--- config.mk ---
export PLATFORM = sky130hd
export DESIGN_NAME = base64_stream_decoder
export DESIGN_NICKNAME = d
export VERILOG_FILES = /design/src/rtl/core/b64d_pkg.sv /design/src/rtl/core/base64_stream_decoder.sv /design/src/rtl/core/b64d_decode.sv /design/src/rtl/core/b64d_bundle_fifo.sv /design/src/rtl/core/b64d_serializer.sv
export SDC_FILE = /design/constraint.sdc
export NUM_CORES = 1
export LEC_CHECK = 0
export BUFFER_PORTS_ARGS = -buffer_cell sky130_fd_sc_hd__buf_2
export CORE_MARGIN = 8
export CORE_UTILIZATION = 61
export DETAILED_ROUTE_END_ITERATION = 16
export GPL_TIMING_DRIVEN = 0
export PLACE_DENSITY = 0.85
export SLEW_MARGIN = 20
export SYNTH_ARGS = -nofsm -noshare
export SYNTH_HDL_FRONTEND = slang
export SYNTH_SLANG_ARGS = --single-unit
--- constraint.sdc ---
create_clock -name clk -period 7.17 [get_ports clk]
set_input_delay 0.717 -clock clk [delete_from_list [all_inputs] [get_ports clk]]
set_output_delay 0.717 -clock clk [all_outputs]
set_load 0.01 [all_outputs]
--- src/rtl/core/b64d_pkg.sv ---
// Shared types, constants and the alphabet lookup for the base64 stream decoder.
// No dependencies.
`default_nettype none

package b64d_pkg;

  // Result kind codes as seen on the kind port
  localparam logic [1:0] KIND_DATA  = 2'd0;
  localparam logic [1:0] KIND_DONE  = 2'd1;
  localparam logic [1:0] KIND_ERROR = 2'd2;

  localparam logic [7:0] PAD_CHAR = 8'h3D;

  // All results caused by one character, queued as one entry
  typedef struct packed {
    logic [1:0]  nbytes;    // data bytes, most significant first
    logic [23:0] word;      // decoded 24-bit group
    logic        has_tail;  // a done or error result follows the bytes
    logic [1:0]  tail_kind;
    logic [15:0] count;     // byte count for a done result
  } bundle_t;

  // Map a character to {not_in_alphabet, sextet}
  function automatic logic [6:0] sextet_lookup(input logic [7:0] c);
    logic [6:0] r;
    r = {1'b1, 6'd0};
    if (c >= 8'h41 && c <= 8'h5A) begin
      r = {1'b0, 6'(c - 8'h41)};
    end else if (c >= 8'h61 && c <= 8'h7A) begin
      r = {1'b0, 6'(c - 8'h61 + 8'd26)};
    end else if (c >= 8'h30 && c <= 8'h39) begin
      r = {1'b0, 6'(c - 8'h30 + 8'd52)};
    end else if (c == 8'h2B) begin
      r = {1'b0, 6'd62};
    end else if (c == 8'h2F) begin
      r = {1'b0, 6'd63};
    end
    return r;
  endfunction

endpackage

`default_nettype wire

--- src/rtl/core/base64_stream_decoder.sv ---
// Base64 stream decoder, one character per request. Results cross the bundle queue and
// then the serializer register. Throughput: one character per cycle; the output gives
// one result per cycle while out_stall is low, so a final group (up to four results)
// holds the input once the two-entry bundle queue fills. Synchronous reset clears group
// state, the byte count, the queue and the output; no clearing pass is needed.
`default_nettype none

module base64_stream_decoder import b64d_pkg::*; #(
  parameter int COUNT_BITS = 16
) (
  input  wire logic        clk,
  input  wire logic        rst,
  input  wire logic        in_valid,
  output logic             in_stall,
  input  wire logic [7:0]  character,
  input  wire logic        end_of_message,
  output logic             out_valid,
  input  wire logic        out_stall,
  output logic [1:0]       kind,
  output logic [7:0]       data_byte,
  output logic [15:0]      byte_count,
  output logic             last_of_run
);

  logic    take;
  logic    push;
  logic    pop;
  logic    full;
  logic    not_empty;
  bundle_t bundle;
  bundle_t head;

  // Accept a request whenever the queue has room
  assign in_stall = full;
  assign take     = in_valid && !full;

  b64d_decode #(
    .COUNT_BITS(COUNT_BITS)
  ) u_decode (
    .clk           (clk),
    .rst           (rst),
    .take          (take),
    .character     (character),
    .end_of_message(end_of_message),
    .push          (push),
    .bundle        (bundle)
  );

  b64d_bundle_fifo u_fifo (
    .clk      (clk),
    .rst      (rst),
    .push     (push),
    .push_data(bundle),
    .pop      (pop),
    .full     (full),
    .not_empty(not_empty),
    .head     (head)
  );

  b64d_serializer u_ser (
    .clk        (clk),
    .rst        (rst),
    .avail      (not_empty),
    .head       (head),
    .pop        (pop),
    .out_valid  (out_valid),
    .out_stall  (out_stall),
    .kind       (kind),
    .data_byte  (data_byte),
    .byte_count (byte_count),
    .last_of_run(last_of_run)
  );

endmodule

`default_nettype wire

--- src/rtl/core/b64d_decode.sv ---
// Per-character decode: group state, pad and error checks, byte count.
// Depends on b64d_pkg; produces one result bundle per request that has results.
`default_nettype none

module b64d_decode import b64d_pkg::*; #(
  parameter int COUNT_BITS = 16
) (
  input  wire logic       clk,
  input  wire logic       rst,
  input  wire logic       take,
  input  wire logic [7:0] character,
  input  wire logic       end_of_message,
  output logic            push,
  output bundle_t         bundle
);

  logic [17:0]           acc;
  logic [1:0]            group_pos;
  logic [1:0]            pad_count;
  logic                  discarding;
  logic [COUNT_BITS-1:0] total;

  logic [17:0]           acc_next;
  logic [1:0]            group_pos_next;
  logic [1:0]            pad_count_next;
  logic                  discarding_next;
  logic [COUNT_BITS-1:0] total_next;

  logic [6:0]            lookup;
  logic                  is_pad;
  logic [2:0]            pad_new;
  logic [5:0]            sextet;
  logic                  err;
  logic [1:0]            nbytes;
  logic [COUNT_BITS:0]   sum;
  logic [COUNT_BITS-1:0] sat_total;
  logic [15:0]           count16;

  // Classify the character
  assign lookup  = sextet_lookup(character);
  assign is_pad  = (character == PAD_CHAR);
  assign pad_new = {1'b0, pad_count} + {2'b00, is_pad};
  assign sextet  = is_pad ? 6'd0 : lookup[5:0];

  always_comb begin
    if (is_pad) begin
      err = (pad_new > 3'd2);
    end else begin
      err = (pad_count != 2'd0) || lookup[6];
    end
    if (!err && group_pos == 2'd3 && pad_new != 3'd0 && !end_of_message) begin
      err = 1'b1;
    end
    if (!err && group_pos != 2'd3 && end_of_message) begin
      err = 1'b1;
    end
  end

  // Saturating running byte count
  assign nbytes    = 2'(3'd3 - pad_new);
  assign sum       = {1'b0, total} + (COUNT_BITS + 1)'(nbytes);
  assign sat_total = sum[COUNT_BITS] ? {COUNT_BITS{1'b1}} : sum[COUNT_BITS-1:0];

  generate
    if (COUNT_BITS > 16) begin : g_clip
      assign count16 = (sat_total[COUNT_BITS-1:16] != '0) ? 16'hFFFF : sat_total[15:0];
    end else begin : g_extend
      assign count16 = 16'(sat_total);
    end
  endgenerate

  // Next state and bundle
  always_comb begin
    acc_next        = acc;
    group_pos_next  = group_pos;
    pad_count_next  = pad_count;
    discarding_next = discarding;
    total_next      = total;
    push            = 1'b0;
    bundle.nbytes    = 2'd0;
    bundle.word      = {acc, sextet};
    bundle.has_tail  = 1'b0;
    bundle.tail_kind = KIND_ERROR;
    bundle.count     = 16'd0;
    if (take) begin
      if (discarding) begin
        // drop everything up to the end of the message
        if (end_of_message) begin
          acc_next        = '0;
          group_pos_next  = '0;
          pad_count_next  = '0;
          discarding_next = 1'b0;
          total_next      = '0;
        end
      end else if (err) begin
        push             = 1'b1;
        bundle.has_tail  = 1'b1;
        bundle.tail_kind = KIND_ERROR;
        acc_next         = '0;
        group_pos_next   = '0;
        pad_count_next   = '0;
        discarding_next  = !end_of_message;
        if (end_of_message) begin
          total_next = '0;
        end
      end else if (group_pos != 2'd3) begin
        // shift the sextet into the group
        acc_next       = {acc[11:0], sextet};
        group_pos_next = group_pos + 2'd1;
        pad_count_next = pad_new[1:0];
      end else begin
        // group complete: emit bytes, and done on the final group
        push           = 1'b1;
        bundle.nbytes  = nbytes;
        acc_next       = '0;
        group_pos_next = '0;
        pad_count_next = '0;
        total_next     = sat_total;
        if (end_of_message) begin
          bundle.has_tail  = 1'b1;
          bundle.tail_kind = KIND_DONE;
          bundle.count     = count16;
          total_next       = '0;
        end
      end
    end
  end

  always_ff @(posedge clk) begin
    if (rst) begin
      acc        <= '0;
      group_pos  <= '0;
      pad_count  <= '0;
      discarding <= 1'b0;
      total      <= '0;
    end else begin
      acc        <= acc_next;
      group_pos  <= group_pos_next;
      pad_count  <= pad_count_next;
      discarding <= discarding_next;
      total      <= total_next;
    end
  end

endmodule

`default_nettype wire

--- src/rtl/core/b64d_bundle_fifo.sv ---
// Two-entry queue of result bundles between the decoder and the serializer.
// Depends on b64d_pkg.
`default_nettype none

module b64d_bundle_fifo import b64d_pkg::*; (
  input  wire logic    clk,
  input  wire logic    rst,
  input  wire logic    push,
  input  bundle_t      push_data,
  input  wire logic    pop,
  output logic         full,
  output logic         not_empty,
  output bundle_t      head
);

  bundle_t    entries [2];
  logic       wr_ptr;
  logic       rd_ptr;
  logic [1:0] count;

  assign full      = (count == 2'd2);
  assign not_empty = (count != 2'd0);
  assign head      = entries[rd_ptr];

  // Store the pushed bundle
  always_ff @(posedge clk) begin
    if (push) begin
      entries[wr_ptr] <= push_data;
    end
  end

  // Advance pointers and occupancy
  always_ff @(posedge clk) begin
    if (rst) begin
      wr_ptr <= 1'b0;
      rd_ptr <= 1'b0;
      count  <= 2'd0;
    end else begin
      if (push) begin
        wr_ptr <= ~wr_ptr;
      end
      if (pop) begin
        rd_ptr <= ~rd_ptr;
      end
      count <= count + {1'b0, push} - {1'b0, pop};
    end
  end

endmodule

`default_nettype wire

--- src/rtl/core/b64d_serializer.sv ---
// Unpacks one bundle into single results on the output channel.
// Depends on b64d_pkg; fed from b64d_bundle_fifo.
`default_nettype none

module b64d_serializer import b64d_pkg::*; (
  input  wire logic   clk,
  input  wire logic   rst,
  input  wire logic   avail,
  input  bundle_t     head,
  output logic        pop,
  output logic        out_valid,
  input  wire logic   out_stall,
  output logic [1:0]  kind,
  output logic [7:0]  data_byte,
  output logic [15:0] byte_count,
  output logic        last_of_run
);

  bundle_t    cur;
  logic       cur_valid;
  logic [1:0] pos;
  logic [2:0] total;
  logic       is_byte;
  logic       done_req;

  assign total       = {1'b0, cur.nbytes} + {2'b00, cur.has_tail};
  assign is_byte     = ({1'b0, pos} < {1'b0, cur.nbytes});
  assign last_of_run = ({1'b0, pos} == total - 3'd1);
  assign out_valid   = cur_valid;
  assign done_req    = cur_valid && !out_stall && last_of_run;
  assign pop         = avail && (!cur_valid || done_req);

  // Select the field values for the current position
  always_comb begin
    case (pos)
      2'd0:    data_byte = cur.word[23:16];
      2'd1:    data_byte = cur.word[15:8];
      2'd2:    data_byte = cur.word[7:0];
      default: data_byte = 8'd0;
    endcase
    if (is_byte) begin
      kind       = KIND_DATA;
      byte_count = 16'd0;
    end else begin
      kind       = cur.tail_kind;
      data_byte  = 8'd0;
      byte_count = (cur.tail_kind == KIND_DONE) ? cur.count : 16'd0;
    end
  end

  // Load the next bundle or step through the current one
  always_ff @(posedge clk) begin
    if (rst) begin
      cur_valid <= 1'b0;
      pos       <= 2'd0;
    end else if (pop) begin
      cur_valid <= 1'b1;
      pos       <= 2'd0;
    end else if (done_req) begin
      cur_valid <= 1'b0;
      pos       <= 2'd0;
    end else if (cur_valid && !out_stall) begin
      pos <= pos + 2'd1;
    end
  end

  always_ff @(posedge clk) begin
    if (pop) begin
      cur <= head;
    end
  end

endmodule

`default_nettype wire

==> flow_metrics.tcl <==
set metrics [dict create \
    cts-htree-levels 4 \
    total_leakage_power_nw 3.291 \
    final_cell_mix "edfxtp_1 (135), nor2_1 (65), buf_2 (46), dfxtp_1 (46), mux2_2 (45)" \
    diodes 0 \
    cts_hold_buf 0 \
    clock_path_buffers 2 \
    avgSynthCellArea_um2 12.76 \
    cp.arrival_ps 4580 \
    cts_tree "done" \
    critPathMaxFanout 10 \
    ff_latch_area_um2 4975 \
    tns_ps 0 \
    globalplace.congestion 0.9121 \
    antenna_left 0 \
    ys.flop_type "edfxtp_1" \
    cts-buffers-inserted 17 \
    layout_min_cycle_time_ps 4366 \
    port_buffers 40 \
    switchingPower_uw 851.9 \
    synth.largest_area_cell "edfxtp_1" \
    max_slew.worst_pin.slew_ps 702.9 \
    dp.final_hpwl_mm 11.24 \
    dr.pass1.iters 6 \
    synth_nets 664 \
    critPathLaunchType "input pin" \
    die_w_um 130.6 \
    p_clk_share_pct 30.1 \
    post-cts-setup-buffers 0 \
    core_um2 13030 \
    area_delta_synth_final_pct 13.75 \
    vias 5286 \
    setup_viol 0 \
    drive_above_1_share_pct 21.73 \
    synthTopCellsByArea "edfxtp_1 (51%), dfxtp_1 (11%), mux2_2 (6.3%)" \
    clk_latency_ps 440 \
    overflow 0 \
    drv_slew 0 \
    cts_sinks 181 \
    finalPower_mw 2.984 \
    hold_viol_final 0 \
    p_seq_share_pct 47.7 \
    crit_required_ps 7380 \
    cap_violations 0 \
    path_clk_slew_ps 70 \
    rsz0062_at_grt "false" \
    fmax_mhz 229.0 \
    async_flop_share_pct 0 \
    p_sw_share_pct 28.55 \
    synth_edf_count 135 \
    grt_pass1_wl_mm 26.61 \
    grt_max_degree 29 \
    dr.first_iter.drc_count 593 \
    die_h_um 130.6 \
    grtUsageTotal_pct 20.47 \
    yosys.area.top_type_share_pct 50.61 \
    ir_drop_uv 218.5 \
    synth_cell_types 66 \
    critPathKind "in -> reg" \
    ys_seq_elements 181 \
    final_common_cell "edfxtp_1" \
    clockRootBuffer "clkbuf_16" \
    multiInputGateArea_um2 2835 \
    postLayoutCoreUtil_pct 69.91 \
    hold_ws_ps 471.4 \
    slew_headroom_pct 53.14 \
    synth_warnings 0 \
    skew_ps 13.23 \
    nFillCells 875 \
    drt_wl_total_mm 16.77 \
    hold_class "reg -> reg" \
    antenna_found_initial 0 \
    yosysSeqAreaShare_pct 62.11 \
    synthesis.instances 628 \
    grt_pass1_vias 5108 \
    vias_per_cell 6.007 \
    p_per_area_nw_per_um2 327.6 \
    crit_path_end_kind "register" \
    cell_internal_pwr_mw 2.132 \
    status "completed" \
    start_util_pct 61.46 \
    combPwrFrac_pct 22.3 \
    syn_area_um2 8010 \
    ios 42 \
    dieArea_um2 17050 \
    num_rows 42 \
    min_period_over_period_pct 60.89 \
    avgRoutedWirePerCell_um 19.05 \
    finalNetCount 727 \
    drc_errors 0 \
    cts_resized 0 \
]
==> cell type report <==
| cell class | instances | area share (%) |
|---|---|---|
| well taps | 176 | 2.417 |
| inverters | 24 | 0.9887 |
| repair buffers | 44 | 3.323 |
| clock inverters | 15 | 1.566 |
| plain buffers | 28 | 1.318 |
| flip-flops and latches | 181 | 54.60 |
| multi-input cells | 395 | 31.12 |
| clock buffers | 17 | 4.669 |
==> worst max-delay path, stage by stage <==
cell	delay [ps]
buf_2	110
or3b_1	370
buf_2	160
or2_4	280
inv_2	150
ha_1	330
inv_1	100
ha_1	170
inv_1	60
fa_1	450
and4b_1	300
nand2_1	160
nor2_1	330
nand2_1	250
clkbuf_1	280
a21oi_1	360
==> through the flow <==
stage / area, um2 / worst slack [ps] / instances
global placement: 8431 / 445.1 / 844
CTS: 9111 / 2850 / 880
floorplan: 8010 / 1890 / 628
global route: 9111 / 2506 / 880
detailed placement: 8543 / 2491 / 848
finish: 9111 / 2804 / 880
==> cell usage after synthesis (2+ instances only) <==
library cell / n
edfxtp_1: 135
nor2_1: 65
dfxtp_1: 46
mux2_2: 45
a21oi_1: 39
nand2_1: 24
a22oi_1: 22
ha_1: 22
inv_1: 20
and2_1: 19
clkbuf_1: 17
o21ai_0: 12
nand2b_1: 11
xnor2_1: 11
xor2_1: 10
nor2b_1: 9
a222oi_1: 8
o31ai_1: 8
nand3_1: 7
nor3_1: 7
buf_2: 6
or3_1: 6
a21o_1: 5
buf_1: 4
inv_2: 4
nand3b_1: 4
nand4_1: 4
o21a_1: 4
o22a_1: 4
a211o_1: 3
a31oi_1: 3
o31a_1: 3
or2_2: 3
and3_1: 2
nand3_2: 2
nor3b_1: 2
or3b_1: 2
or4_1: 2
==> kinds of logic after synthesis <==
family	after synthesis	synth area share (%)
AO/OA/AOI/OAI	130	11.61
AND/OR/NAND/NOR	176	11.36
flip-flops	181	62.11
multiplexers	45	6.326
buffers and inverters	52	2.624
adder cells (fa/ha/maj)	23	3.686
XOR/XNOR	21	2.296
==> power by group through the flow <==
stage	Clock (mW)	Combinational [mW]	Sequential [mW]
finish	0.898	0.665	1.42
CTS	0.902	0.673	1.42
floorplan	0	0.438	1.43
global placement	0	0.593	1.45
global route	0.936	0.726	1.44
detailed placement	0	0.664	1.44
==> final timing paths <==
path	slack, ps	cells past startpoint	start	to
worst max register to register	3430	12	u_ser.cur[43]$_DFFE_PP_	u_fifo.count[1]$_SDFF_PP0_
worst min register to register	470	0	u_decode.acc[12]$_SDFFE_PP0P_	u_fifo.entries[1][37]$_DFFE_PP_
worst max-delay path	2800	16	character[6]	u_fifo.entries[1][9]$_DFFE_PP_
worst min-delay path	470	0	u_decode.acc[12]$_SDFFE_PP0P_	u_fifo.entries[1][37]$_DFFE_PP_
==> routing by layer <==
layer  vias to the layer above  global-route usage, %  wire length [um]  share of wire, %
met5                         -                      0                 0                 0
met4                         0                  7.360               253               1.5
met3                        17                  3.409              1013               6.0
met2                       207                  34.07              8263                49
met1                      2596                  26.60              7235                43
li1                       2466                      -                 -                 -
==> sequential cells by signal (all words and copies together), names as in the netlist <==
signal and count:
u_fifo.wr_ptr 1, u_decode.discarding 1, u_ser.out_valid 1, u_fifo.entries 90, u_fifo.rd_ptr 1, u_ser.pos 2
u_decode.total 16, u_decode.acc 18, u_decode.group_pos 2, u_fifo.count 2, u_ser.cur 45, u_decode.pad_count 2
Power figures use the tool's default switching activity.
